<file path="src/design/sjpp_pkg.sv">
// ----------------------------------------------------------------------------
// sjpp_pkg
// Shared constants, command type and arctangent table for the smoothed
// joystick polar packer.
// ----------------------------------------------------------------------------
package sjpp_pkg;

  // default sizes
  localparam int SAMPLE_WIDTH_DEF = 16;
  localparam int ANGLE_BITS_DEF   = 9;
  localparam int MAG_BITS_DEF     = 6;

  // packed result word
  localparam int PACKED_W = 16;

  // configuration port
  localparam int CFG_IDX_W  = 2;
  localparam int CFG_DATA_W = 9;
  localparam logic [CFG_IDX_W-1:0] CFG_ALPHA = 2'd0;
  localparam logic [CFG_IDX_W-1:0] CFG_SPEED = 2'd1;

  // low-pass filter
  localparam int ALPHA_W = 9;
  localparam logic [ALPHA_W-1:0] ALPHA_MAX   = 9'd256;
  localparam logic [ALPHA_W-1:0] ALPHA_RESET = 9'd205;
  localparam int FILT_ROUND = 128;
  localparam int FILT_SHIFT = 8;

  // cordic vectoring
  localparam int CORDIC_STEPS = 24;
  localparam int CORDIC_W     = 42;
  localparam int CORDIC_SCALE = 40;
  localparam int ACC_W        = 32;
  localparam int STEP_W       = $clog2(CORDIC_STEPS);
  localparam logic [ACC_W-1:0] ACC_QUARTER   = 32'h4000_0000;
  localparam logic [ACC_W-1:0] ACC_HALF      = 32'h8000_0000;
  localparam logic [ACC_W-1:0] ACC_3_QUARTER = 32'hC000_0000;

  // magnitude sequence slots inside the cordic run
  localparam logic [STEP_W-1:0] STEP_SUM       = 5'd0;
  localparam logic [STEP_W-1:0] STEP_MUL1      = 5'd1;
  localparam logic [STEP_W-1:0] STEP_MUL2      = 5'd2;
  localparam logic [STEP_W-1:0] STEP_ROOT_INIT = 5'd3;
  localparam int               STEP_ROOT      = 4;

  // controller to datapath commands
  typedef struct packed {
    logic              load_in;
    logic              prep_en;
    logic              cordic_en;
    logic              sum_en;
    logic              mul1_en;
    logic              mul2_en;
    logic              root_init;
    logic              root_en;
    logic              out_load;
    logic [STEP_W-1:0] step;
  } sjpp_cmd_t;

  // atan(2^-i) in units of 2^-32 turn
  function automatic logic [ACC_W-1:0] atan_turn(input logic [STEP_W-1:0] idx);
    logic [ACC_W-1:0] v;
    unique case (idx)
      5'd0:    v = 32'd536870912;
      5'd1:    v = 32'd316933406;
      5'd2:    v = 32'd167458908;
      5'd3:    v = 32'd85004756;
      5'd4:    v = 32'd42667331;
      5'd5:    v = 32'd21354465;
      5'd6:    v = 32'd10679838;
      5'd7:    v = 32'd5340245;
      5'd8:    v = 32'd2670163;
      5'd9:    v = 32'd1335087;
      5'd10:   v = 32'd667544;
      5'd11:   v = 32'd333772;
      5'd12:   v = 32'd166886;
      5'd13:   v = 32'd83443;
      5'd14:   v = 32'd41722;
      5'd15:   v = 32'd20861;
      5'd16:   v = 32'd10430;
      5'd17:   v = 32'd5215;
      5'd18:   v = 32'd2608;
      5'd19:   v = 32'd1304;
      5'd20:   v = 32'd652;
      5'd21:   v = 32'd326;
      5'd22:   v = 32'd163;
      5'd23:   v = 32'd81;
      default: v = '0;
    endcase
    return v;
  endfunction

endpackage

</file>
<file path="src/design/smoothed_joystick_polar_packer_unit.sv">
// ----------------------------------------------------------------------------
// smoothed_joystick_polar_packer_unit
// Smooths a joystick sample per axis and packs its polar form (speed flag,
// magnitude, angle) into one 16-bit word.
//
//   channel | direction | ports
//   --------+-----------+---------------------------------------------------
//   in      | input     | in_valid, in_ready, in_x_pos, in_y_pos
//   out     | output    | out_valid, out_ready, out_packed_word,
//           |           | out_magnitude_code, out_angle_code
//   cfg     | input     | cfg_valid, cfg_ready, cfg_index, cfg_data
//
// From the accepting edge to the output register: the filter updates at the
// accepting edge, then the squares are registered, the cordic steps run (the
// magnitude multiplies and square root run alongside) and the packed word is
// loaded. A new word is accepted only when the sequencer is back in idle.
// Reset clears the filter state and the handshakes and sets the config
// registers to their defaults (alpha 205, speed flag set).
// A stalled result sits in the output register; a new word is taken in
// meanwhile and holds at packing until the register frees.
// Config writes are always ready.
// ----------------------------------------------------------------------------
module smoothed_joystick_polar_packer_unit
  import sjpp_pkg::*;
#(
  parameter int SAMPLE_WIDTH = SAMPLE_WIDTH_DEF,
  parameter int ANGLE_BITS   = ANGLE_BITS_DEF,
  parameter int MAG_BITS     = MAG_BITS_DEF
) (
  input  logic                           clk,
  input  logic                           rst_n,
  input  logic                           in_valid,
  output logic                           in_ready,
  input  logic signed [SAMPLE_WIDTH-1:0] in_x_pos,
  input  logic signed [SAMPLE_WIDTH-1:0] in_y_pos,
  output logic                           out_valid,
  input  logic                           out_ready,
  output logic        [PACKED_W-1:0]     out_packed_word,
  output logic        [MAG_BITS-1:0]     out_magnitude_code,
  output logic        [ANGLE_BITS-1:0]   out_angle_code,
  input  logic                           cfg_valid,
  output logic                           cfg_ready,
  input  logic        [CFG_IDX_W-1:0]    cfg_index,
  input  logic        [CFG_DATA_W-1:0]   cfg_data
);

  sjpp_cmd_t cmd;

  assign cfg_ready = 1'b1;

  // sequencer
  sjpp_ctrl #(
    .MAG_BITS (MAG_BITS)
  ) u_ctrl (
    .clk       (clk),
    .rst_n     (rst_n),
    .in_valid  (in_valid),
    .in_ready  (in_ready),
    .out_valid (out_valid),
    .out_ready (out_ready),
    .cmd       (cmd)
  );

  // arithmetic
  sjpp_dpath #(
    .SAMPLE_WIDTH (SAMPLE_WIDTH),
    .ANGLE_BITS   (ANGLE_BITS),
    .MAG_BITS     (MAG_BITS)
  ) u_dpath (
    .clk                (clk),
    .rst_n              (rst_n),
    .cmd                (cmd),
    .cfg_we             (cfg_valid && cfg_ready),
    .cfg_index          (cfg_index),
    .cfg_data           (cfg_data),
    .in_x_pos           (in_x_pos),
    .in_y_pos           (in_y_pos),
    .out_packed_word    (out_packed_word),
    .out_magnitude_code (out_magnitude_code),
    .out_angle_code     (out_angle_code)
  );

endmodule

</file>
<file path="src/design/sjpp_ctrl.sv">
// ----------------------------------------------------------------------------
// sjpp_ctrl
// Sequencer: accepts a word, steps the datapath through squaring, the
// cordic run with the magnitude sequence alongside, and the output load.
// ----------------------------------------------------------------------------
module sjpp_ctrl
  import sjpp_pkg::*;
#(
  parameter int MAG_BITS = MAG_BITS_DEF
) (
  input  logic      clk,
  input  logic      rst_n,
  input  logic      in_valid,
  output logic      in_ready,
  output logic      out_valid,
  input  logic      out_ready,
  output sjpp_cmd_t cmd
);

  localparam logic [1:0] ST_IDLE = 2'd0;
  localparam logic [1:0] ST_SQR  = 2'd1;
  localparam logic [1:0] ST_RUN  = 2'd2;
  localparam logic [1:0] ST_FIN  = 2'd3;

  localparam logic [STEP_W-1:0] STEP_LAST      = STEP_W'(CORDIC_STEPS - 1);
  localparam logic [STEP_W-1:0] STEP_ROOT_LO   = STEP_W'(STEP_ROOT);
  localparam logic [STEP_W-1:0] STEP_ROOT_END  = STEP_W'(STEP_ROOT + MAG_BITS + 1);

  logic [1:0]        state_r, state_nxt;
  logic [STEP_W-1:0] step_r, step_nxt;
  logic              out_valid_r, out_valid_nxt;
  logic              in_acc;
  logic              run;

  assign in_ready  = (state_r == ST_IDLE);
  assign out_valid = out_valid_r;
  assign in_acc    = in_valid && in_ready;
  assign run       = (state_r == ST_RUN);

  // commands
  always_comb begin
    cmd           = '0;
    cmd.load_in   = in_acc;
    cmd.prep_en   = (state_r == ST_SQR);
    cmd.cordic_en = run;
    cmd.sum_en    = run && (step_r == STEP_SUM);
    cmd.mul1_en   = run && (step_r == STEP_MUL1);
    cmd.mul2_en   = run && (step_r == STEP_MUL2);
    cmd.root_init = run && (step_r == STEP_ROOT_INIT);
    cmd.root_en   = run && (step_r >= STEP_ROOT_LO) && (step_r < STEP_ROOT_END);
    cmd.out_load  = (state_r == ST_FIN) && (!out_valid_r || out_ready);
    cmd.step      = step_r;
  end

  // next state
  always_comb begin
    state_nxt = state_r;
    step_nxt  = step_r;
    unique case (state_r)
      ST_IDLE: begin
        if (in_acc) state_nxt = ST_SQR;
      end
      ST_SQR: begin
        state_nxt = ST_RUN;
        step_nxt  = '0;
      end
      ST_RUN: begin
        step_nxt = step_r + 1'b1;
        if (step_r == STEP_LAST) state_nxt = ST_FIN;
      end
      ST_FIN: begin
        if (cmd.out_load) state_nxt = ST_IDLE;
      end
      default: state_nxt = ST_IDLE;
    endcase
  end

  // output valid
  always_comb begin
    out_valid_nxt = out_valid_r;
    if (cmd.out_load) out_valid_nxt = 1'b1;
    else if (out_ready) out_valid_nxt = 1'b0;
  end

  always_ff @(posedge clk) begin
    if (!rst_n) begin
      state_r     <= ST_IDLE;
      step_r      <= '0;
      out_valid_r <= 1'b0;
    end else begin
      state_r     <= state_nxt;
      step_r      <= step_nxt;
      out_valid_r <= out_valid_nxt;
    end
  end

endmodule

</file>
<file path="src/design/sjpp_dpath.sv">
// ----------------------------------------------------------------------------
// sjpp_dpath
// Datapath: config registers, per-axis low-pass filter, squared radius,
// bit-serial square root for the magnitude, cordic vectoring for the angle,
// and the output word register.
// ----------------------------------------------------------------------------
module sjpp_dpath
  import sjpp_pkg::*;
#(
  parameter int SAMPLE_WIDTH = SAMPLE_WIDTH_DEF,
  parameter int ANGLE_BITS   = ANGLE_BITS_DEF,
  parameter int MAG_BITS     = MAG_BITS_DEF
) (
  input  logic                           clk,
  input  logic                           rst_n,
  input  sjpp_cmd_t                      cmd,
  input  logic                           cfg_we,
  input  logic        [CFG_IDX_W-1:0]    cfg_index,
  input  logic        [CFG_DATA_W-1:0]   cfg_data,
  input  logic signed [SAMPLE_WIDTH-1:0] in_x_pos,
  input  logic signed [SAMPLE_WIDTH-1:0] in_y_pos,
  output logic        [PACKED_W-1:0]     out_packed_word,
  output logic        [MAG_BITS-1:0]     out_magnitude_code,
  output logic        [ANGLE_BITS-1:0]   out_angle_code
);

  localparam int SW  = SAMPLE_WIDTH;
  localparam int PW  = SW + ALPHA_W + 2;
  localparam int SQW = 2 * SW - 1;
  localparam int R2W = 2 * SW;
  localparam int E   = 2 * SW - 4;
  localparam int MW  = MAG_BITS + 1;
  localparam int P1W = E + MW;
  localparam int P2W = E + 2 * MW;
  localparam int QW  = 2 * MW;
  localparam int SHL = CORDIC_SCALE - SW;
  localparam int WW  = ANGLE_BITS + MAG_BITS + 1;
  localparam logic [MAG_BITS-1:0] MAG_TOP  = MAG_BITS'((2 ** MAG_BITS) - 1);
  localparam logic [MW-1:0]       MAG_MULT = MW'((2 ** MW) - 2);

  // config registers
  logic [ALPHA_W-1:0] alpha_r;
  logic               speed_r;

  always_ff @(posedge clk) begin
    if (!rst_n) begin
      alpha_r <= ALPHA_RESET;
      speed_r <= 1'b1;
    end else if (cfg_we) begin
      if (cfg_index == CFG_ALPHA) begin
        alpha_r <= (cfg_data > ALPHA_MAX) ? ALPHA_MAX : cfg_data[ALPHA_W-1:0];
      end else if (cfg_index == CFG_SPEED) begin
        speed_r <= cfg_data[0];
      end
    end
  end

  // low-pass filter, one lane per axis
  logic signed [SW-1:0] in_s     [2];
  logic signed [SW-1:0] filt_r   [2];
  logic signed [SW-1:0] filt_nxt [2];
  logic signed [SW:0]   diff     [2];
  logic signed [PW-1:0] prod     [2];
  logic signed [PW-1:0] fstep    [2];

  assign in_s[0] = in_x_pos;
  assign in_s[1] = in_y_pos;

  always_comb begin
    for (int a = 0; a < 2; a++) begin
      diff[a]     = (SW+1)'(in_s[a]) - (SW+1)'(filt_r[a]);
      prod[a]     = PW'($signed({1'b0, alpha_r})) * PW'(diff[a]);
      fstep[a]    = (prod[a] + PW'(FILT_ROUND)) >>> FILT_SHIFT;
      filt_nxt[a] = SW'(PW'(filt_r[a]) + fstep[a]);
    end
  end

  always_ff @(posedge clk) begin
    if (!rst_n) begin
      filt_r[0] <= '0;
      filt_r[1] <= '0;
    end else if (cmd.load_in) begin
      filt_r[0] <= filt_nxt[0];
      filt_r[1] <= filt_nxt[1];
    end
  end

  // squares of the filtered axes
  logic signed [R2W-1:0] sq [2];
  logic [SQW-1:0]        sq_r [2];

  always_comb begin
    for (int a = 0; a < 2; a++) begin
      sq[a] = R2W'(filt_r[a]) * R2W'(filt_r[a]);
    end
  end

  // squared radius, clamp flag, scaling by (2*top)^2
  logic [R2W-1:0] r2_sum;
  logic [E-1:0]   r2_r;
  logic           sat_r;
  logic [P1W-1:0] p1_r;
  logic [P2W-1:0] p2_r;

  assign r2_sum = R2W'(sq_r[0]) + R2W'(sq_r[1]);

  always_ff @(posedge clk) begin
    if (cmd.prep_en) begin
      sq_r[0] <= sq[0][SQW-1:0];
      sq_r[1] <= sq[1][SQW-1:0];
    end
    if (cmd.sum_en) begin
      r2_r  <= r2_sum[E-1:0];
      sat_r <= |r2_sum[R2W-1:E];
    end
    if (cmd.mul1_en) p1_r <= P1W'(r2_r) * P1W'(MAG_MULT);
    if (cmd.mul2_en) p2_r <= P2W'(p1_r) * P2W'(MAG_MULT);
  end

  // bit-serial integer square root, one result bit a cycle
  logic [QW-1:0] rem_r, root_r, rbit_r;
  logic [QW:0]   trial;

  assign trial = (QW+1)'(root_r) + (QW+1)'(rbit_r);

  always_ff @(posedge clk) begin
    if (cmd.root_init) begin
      rem_r  <= p2_r[P2W-1:E];
      root_r <= '0;
      rbit_r <= QW'(1) << (QW - 2);
    end else if (cmd.root_en) begin
      if ((QW+1)'(rem_r) >= trial) begin
        rem_r  <= rem_r - trial[QW-1:0];
        root_r <= (root_r >> 1) + rbit_r;
      end else begin
        root_r <= root_r >> 1;
      end
      rbit_r <= rbit_r >> 2;
    end
  end

  // cordic: quadrant fold, then vectoring steps
  logic signed [CORDIC_W-1:0] u_r, w_r;
  logic        [ACC_W-1:0]    acc_r;
  logic signed [CORDIC_W-1:0] u0, w0, uq, wq;
  logic        [ACC_W-1:0]    accq;
  logic signed [CORDIC_W-1:0] du, dw;
  logic        [ACC_W-1:0]    atan_v;

  always_comb begin
    u0 = CORDIC_W'(filt_r[1]);
    w0 = CORDIC_W'(filt_r[0]);
    uq = u0;
    wq = w0;
    accq = '0;
    priority if (u0 <= 0 && w0 > 0) begin
      uq = w0;
      wq = -u0;
      accq = ACC_QUARTER;
    end else if (u0 < 0 && w0 <= 0) begin
      uq = -u0;
      wq = -w0;
      accq = ACC_HALF;
    end else if (u0 >= 0 && w0 < 0) begin
      uq = -w0;
      wq = u0;
      accq = ACC_3_QUARTER;
    end else begin
      accq = '0;
    end
  end

  assign du     = w_r >>> cmd.step;
  assign dw     = u_r >>> cmd.step;
  assign atan_v = atan_turn(cmd.step);

  always_ff @(posedge clk) begin
    if (cmd.prep_en) begin
      u_r   <= uq <<< SHL;
      w_r   <= wq <<< SHL;
      acc_r <= accq;
    end else if (cmd.cordic_en && (w_r != '0)) begin
      if (!w_r[CORDIC_W-1]) begin
        u_r   <= u_r + du;
        w_r   <= w_r - dw;
        acc_r <= acc_r + atan_v;
      end else begin
        u_r   <= u_r - du;
        w_r   <= w_r + dw;
        acc_r <= acc_r - atan_v;
      end
    end
  end

  // rounding, clamp and packing
  logic [MW:0]            rnd;
  logic [MW-1:0]          mag_r1;
  logic [MAG_BITS-1:0]    mag_c;
  logic [ANGLE_BITS-1:0]  ang_c;
  logic [WW-1:0]          word_c;
  logic [31:0]            word_ext;

  always_comb begin
    rnd    = (MW+1)'(root_r[MW-1:0]) + (MW+1)'(1);
    mag_r1 = rnd[MW:1];
    if (sat_r) begin
      mag_c = MAG_TOP;
    end else if (mag_r1 > MW'(MAG_TOP)) begin
      mag_c = MAG_TOP;
    end else begin
      mag_c = mag_r1[MAG_BITS-1:0];
    end
    ang_c    = (mag_c == '0) ? '0 : acc_r[ACC_W-1 -: ANGLE_BITS];
    word_c   = {speed_r, mag_c, ang_c};
    word_ext = 32'(word_c);
  end

  always_ff @(posedge clk) begin
    if (cmd.out_load) begin
      out_packed_word    <= word_ext[PACKED_W-1:0];
      out_magnitude_code <= mag_c;
      out_angle_code     <= ang_c;
    end
  end

endmodule
</file>
<file path="config.mk">
export PLATFORM = sky130hd
export DESIGN_NAME = smoothed_joystick_polar_packer_unit
export DESIGN_NICKNAME = d
export VERILOG_FILES = /design/src/design/sjpp_pkg.sv /design/src/design/smoothed_joystick_polar_packer_unit.sv /design/src/design/sjpp_ctrl.sv /design/src/design/sjpp_dpath.sv
export SDC_FILE = /design/constraint.sdc
export NUM_CORES = 2
export LEC_CHECK = 0
export ABC_AREA = 1
export BUFFER_PORTS_ARGS = -buffer_cell sky130_fd_sc_hd__buf_2
export CAP_MARGIN = 5
export CORE_UTILIZATION = 50
export DETAILED_ROUTE_END_ITERATION = 6
export GPL_ROUTABILITY_DRIVEN = 0
export MAX_ROUTING_LAYER = met4
export PLACE_DENSITY_LB_ADDON = 0.12
export REMOVE_ABC_BUFFERS = 1
export SYNTH_ARGS = -nofsm -noshare
export SYNTH_HDL_FRONTEND = slang
export SYNTH_HIERARCHICAL = 1
export SYNTH_SLANG_ARGS = --single-unit
</file>
<file path="constraint.sdc">
create_clock -name clk -period 9.04 [get_ports clk]
set_input_delay 0.904 -clock clk [delete_from_list [all_inputs] [get_ports clk]]
set_output_delay 0.904 -clock clk [all_outputs]
set_load 0.05 [all_outputs]
</file>
; ---- Yosys cells after proc, flatten, opt, wreduce, memory -nomap -nowiden
; Memories as Yosys holds them, arrays and structs flattened. A register that Yosys moved wholly into a read port is not among the register bits.
; Index checks and enable logic that the tools add are counted.
[totals]
in_bits = 48
mem_bits_rw = 94
mem_bits_ro = 960
register_bits = 303
n_memories = 3
latch_bits = 0
[mem_list]
columns = name, words, word_bits, rd, rd_clocked_by_memory_dff, wr, line
row1 = (no name shown), 32, 30, 1, 1, 0, sjpp_pkg.sv:63  ; unique case (idx)
row2 = u_dpath.sq_r, 2, 31, 2, 0, 2, sjpp_dpath.sv:90  ; logic [SQW-1:0] sq_r [2];
row3 = u_dpath.filt_r, 2, 16, 2, 0, 2, sjpp_dpath.sv:60  ; logic signed [SW-1:0] filt_r [2];
[classes]
shift = 2
n_bitwise = 3
multipliers = 6
muxes = 43
magnitude_cmp = 11
eq_ne = 11
n_reduce_logical = 29
div = 0
addsub = 20
[op_table]
columns = cell, count
row1 = 42-bit 2-to-1 mux, 6
row2 = 32-bit 2-to-1 mux, 6
row3 = 18-bit 2-to-1 mux, 6
row4 = 42-bit adder, 2
row5 = 42-bit by 5-bit >>> shifter with 42-bit output, 2
row6 = 42-bit subtractor, 2
row7 = 16-bit by 16-bit multiplier with 31-bit output, 2
row8 = 14-bit 2-to-1 mux, 4
row9 = "24-bit by 9-bit adder with 24-bit output, second input constant", 2
row10 = 10-bit by 17-bit multiplier with 24-bit output, 2
row11 = 42-bit nonzero test, 1
row12 = "34-bit by 6-bit multiplier with 40-bit output, second input constant", 1
row13 = 16-bit negator with 18-bit output, 2
row14 = "28-bit by 6-bit multiplier with 34-bit output, second input constant", 1
row15 = 16-bit by 16-bit subtractor with 17-bit output, 2
row16 = 16-bit adder, 2
row17 = 31-bit by 31-bit adder with 32-bit output, 1
row18 = 32-bit adder, 1
row19 = "16-bit by 1-bit <= comparator with 1-bit output, second input constant", 2
row20 = "16-bit by 1-bit less-than comparator with 1-bit output, second input constant", 2
row21 = 16-bit 2-to-1 mux, 2
row22 = 32-bit subtractor, 1
row23 = 9-bit 2-to-1 mux, 2
row24 = "16-bit by 1-bit greater-or-equal comparator with 1-bit output, second input constant", 1
row25 = 35 further kinds, 70

; ---- Longest topological paths before layout
; An unclocked memory read counts as a cell.
[logic_depth]
ltp_word = 7
depth_mapped = 47
ltp_nobuf = 46

; ---- Hierarchy
; Netlist, hierarchy kept.
[by_module_without_submodules]
columns = mod, n_inst, seq_area_each_um2, cells_per_inst, area_each_um2
row1 = sjpp_dpath, 1, 9599.2, 9377, 69736.9
row2 = sjpp_ctrl, 1, 160.2, 87, 586.8
row3 = smoothed_joystick_polar_packer_unit, 1, 0.0, 2, 11.3

; ---- Worst setup path before layout
; Ideal clock, no wire load.
[synth_timing]
path_kind = input port to flip-flop
start = input port in_y_pos[0]
end = memory u_dpath/filt_r[0][31] in the netlist's numbering, data pin
t_arrival_ns = 8.175
required_ns = 8.787
path_buffers = 0
path_slack_ns = 0.612
setup_time_ns = 0.253
cell_stages = 44
cell_sequence = inv_1 ha_1 fa_1 o21ai_0 o21ai_0 o21ai_0 nand3_1 nand2_1 xor2_1 nand2_1 fa_1 fa_1 inv_1 fa_1 fa_1 inv_1 fa_1 inv_1 (+8 left out) nand3_1 nand2_1 nand2_1 nand2_1 ha_1 nand4_1 nor3_1 nand2_1 o211ai_1 nand3_1 nand2_1 inv_1 nand2_1 nand2_1 inv_1 nand2_1 nand2_1 nor2_1
[synth_rtl]
columns = item, line
row1 = from (decl), smoothed_joystick_polar_packer_unit.sv:35  ; input logic signed [SAMPLE_WIDTH-1:0] in_y_pos,
row2 = to (decl), sjpp_dpath.sv:60

==> results.json <==
{
  "status": "completed",
  "dr.pass1.iters": 7,
  "grt_overflow": 0,
  "synth_area_leaders": "fa_1, ha_1, edfxtp_1",
  "ys_warn_count": 6,
  "grt_pass1_wl_mm": 333,
  "fmax_mhz": 118,
  "start_kind": "flop",
  "fin_crit_sh_pct": 93.7,
  "worstSetupEndpointType": "flop",
  "tns_ns": 0,
  "grt_max_degree": 102,
  "criticalPathCategory": "flop to flop",
  "clockRootBuffer": "clkbuf_16",
  "floorplan.die_area_sq_um": 142000,
  "viasPerCell": 5.49,
  "drv_slew": 0,
  "numCtsBuffers": 48,
  "max_cap_viol_count": 0,
  "fin_area_sq_um": 74600,
  "seq_area_frac_synth_pct": 13.9,
  "numClockSinks": 354,
  "final_nets": 11059,
  "rsz0062_at_grt": "no",
  "clock_path_buffers": 3,
  "synthesis.area_sq_um": 70300,
  "die_h_um": 377,
  "avgRoutedWirePerCell_um": 18.4,
  "start_util_pct": 50.4,
  "worstPathMaxFanout": 6,
  "cts_tree": "yes",
  "synthArstFlopShare_pct": 0,
  "clk_latency_ns": 0.66,
  "syn_to_final_growth_pct": 6.13,
  "synth-main-ff-cell": "edfxtp_1",
  "slowest_stage": "fa_1",
  "grt_usage_pct": 30.4,
  "ys_ff_latch": 354,
  "synth_edf_count": 267,
  "avgSynthCellArea_sq_um": 7.43,
  "clock-skew-final_ns": 0.0234,
  "finalSetupViolCount": 0,
  "relSlewSlack_pct": 23.8,
  "antenna_found_initial": 6,
  "yosys.area.top_type": "fa_1",
  "top_level_ports": 82,
  "synth_top_area_share_pct": 25.2,
  "hold_viol_final": 0,
  "placedInstanceArea_sq_um": 73000,
  "min_path_type": "input port to flop",
  "synth_cells": 9466,
  "drt_iter0_markers": 5471,
  "io_buffers": 80,
  "remaining_drc_errors": 0,
  "cts_hold_buffers": 0,
  "worst_slew_pin_slew_ns": 1.14,
  "core_sq_um": 140000,
  "htreeDepth": 2,
  "chipWidth_um": 377,
  "fillers": 13822,
  "path_clk_slew_ns": 0.06,
  "hold_path_depth": 3,
  "row_count": 137,
  "hpwlAfterDp_mm": 172,
  "rr_worst_depth": 32,
  "cpPeakStageDelay_ns": 0.55,
  "critPathRequiredTime_ns": 9.53,
  "drt.antenna.violating_nets": 0,
  "drive_gt1_share_pct": 4.27,
  "finish.utilization_pct": 53.5,
  "fin_crit_ns": 8.47,
  "multi_input_area_sq_um": 52200,
  "ff_latch_area_sq_um": 9770,
  "synth_cell_types": 69,
  "num_vias": 62509,
  "grt_pass1_vias": 62000,
  "postRouteWirelength_mm": 209,
  "arrival_ns": 8.96
}
==> through the flow <==
stage | setup slack (ns) | instances | hold slack, ns
4_1_cts | 0.576 | 11393 | 0.488
5_1_grt | 0.0154 | 11394 | 0.532
6_report | 0.572 | 11395 | 0.509
3_5_place_dp | 0.149 | 11303 | 0.508
2_1_floorplan | 0.596 | 9203 | 0.409
3_3_place_gp | 0.135 | 11303 | 0.499
==> cell type report <==
type | count | share of cell area [%]
Antenna cell | 2 | 0.00670
Sequential cell | 354 | 13.1
Clock inverter | 37 | 0.561
Tap cell | 1876 | 3.14
Timing Repair Buffer | 224 | 1.98
Inverter | 1917 | 9.64
Multi-Input combinational cell | 6932 | 69.9
Clock buffer | 53 | 1.68
==> routing by layer <==
layer	vias to the layer above	wire [um]	global-route usage (%)
met1	29897	89400	39.0
met3	431	14300	4.12
met5	-	0	-
met2	2170	97200	49.0
met4	0	8450	11.0
li1	30011	-	-
==> sequential cells by signal, indices dropped and copies added, names as in the netlist <==
register                 flops
u_ctrl/state_r               2
u_dpath/p2_r                14
u_dpath/sq_r                60
u_dpath/w_r                 42
u_dpath/p1_r                34
u_ctrl/step_r                5
u_dpath/u_r                 42
u_dpath/speed_r              1
u_dpath/r2_r                28
u_dpath/rbit_r               7
u_dpath/out_packed_word     16
u_dpath/filt_r              32
u_dpath/root_r              14
u_dpath/rem_r               14
u_dpath/acc_r               32
u_dpath/alpha_r              9
u_ctrl/out_valid             1
u_dpath/sat_r                1
==> critical path, delay by kind of cell, from the launching register on <==
| family | cells | cell delay, ns |
|---|---|---|
| compound gates | 8 | 1.77 |
| xor+xnor | 1 | 0.21 |
| flops | 1 | 0.38 |
| simple gates | 10 | 1.62 |
| buf+inv | 5 | 0.66 |
| fa+ha+maj | 8 | 3.65 |
==> cells by family after synthesis <==
| kind of cell | Yosys count | share of synthesized area [%] |
|---|---|---|
| AOI/OAI and AO/OA | 1349 | 10.9 |
| xor gates and xnor gates | 388 | 4.85 |
| adders and majority gates | 1534 | 36.7 |
| buffers and inverters | 2180 | 12.0 |
| DFF | 354 | 13.9 |
| other | 1 | 0.00533 |
| and+or+nand+nor | 3660 | 21.6 |
==> placed cells by master, fill, tap and decap left out, drive strengths merged, types with 8 or more instances in the layout <==
cell,Yosys,final
nand2,2055,2055
inv,1912,1920
fa,884,884
nor2,732,732
ha,650,650
nand3,638,638
a21oi,572,572
o21ai,409,409
edfxtp,267,267
xor2,252,252
buf,126,224
xnor2,135,135
dfxtp,87,87
nand4,75,75
nor3,71,71
a31oi,64,64
clkbuf,137,53
o211ai,52,52
o21a,44,44
o21bai,44,44
a21o,38,38
nor4,33,33
or2,25,25
clkinv,5,22
a22oi,18,18
a211oi,15,15
o2111ai,15,15
a21boi,15,15
o22ai,14,14
nand3b,11,11
o31ai,8,8
a221oi,8,8
==> path summary, 6_finish.rpt <==
check / start / endpoint / slack [ns]
hold / removal: cfg_data[7] / u_dpath/alpha_r[7] / 0.51
setup reg to reg: u_dpath/filt_r[0][3] / u_dpath/filt_r[0][13] / 0.57
hold reg to reg: u_dpath/p2_r[36] / u_dpath/rem_r[8] / 0.52
setup / recovery: u_dpath/filt_r[0][3] / u_dpath/filt_r[0][13] / 0.57
==> Yosys cell counts (9+ instances only) <==
cell type,instances
buf_1,42
o22ai_1,14
o211ai_1,52
a21oi_1,572
ha_1,650
nand4_1,74
buf_6,11
a21boi_0,15
a21o_1,38
o2111ai_1,15
edfxtp_1,267
clkbuf_1,137
or2_2,24
o21bai_1,44
buf_2,38
nand2_2,9
inv_1,1904
o21a_1,44
a31oi_1,64
o21ai_1,9
buf_4,35
a211oi_1,15
nand2_1,2044
dfxtp_1,87
nand3b_1,11
nor4_1,33
a22oi_1,17
nand3_1,636
xor2_1,252
nor3_1,71
fa_1,884
nor2_2,18
o21ai_0,398
nor2_1,708
xnor2_1,135
==> what timing repair did <==
item                                   4_1_cts  5_1_grt
buffers inserted                             0        0
setup endpoints to repair                    0        3
endpoints found under the hold margin        0        0
gates resized for setup                      0        4
Power is not shown: default switching activity piles up to over one toggle a cycle in this logic, so the estimate is an artifact.
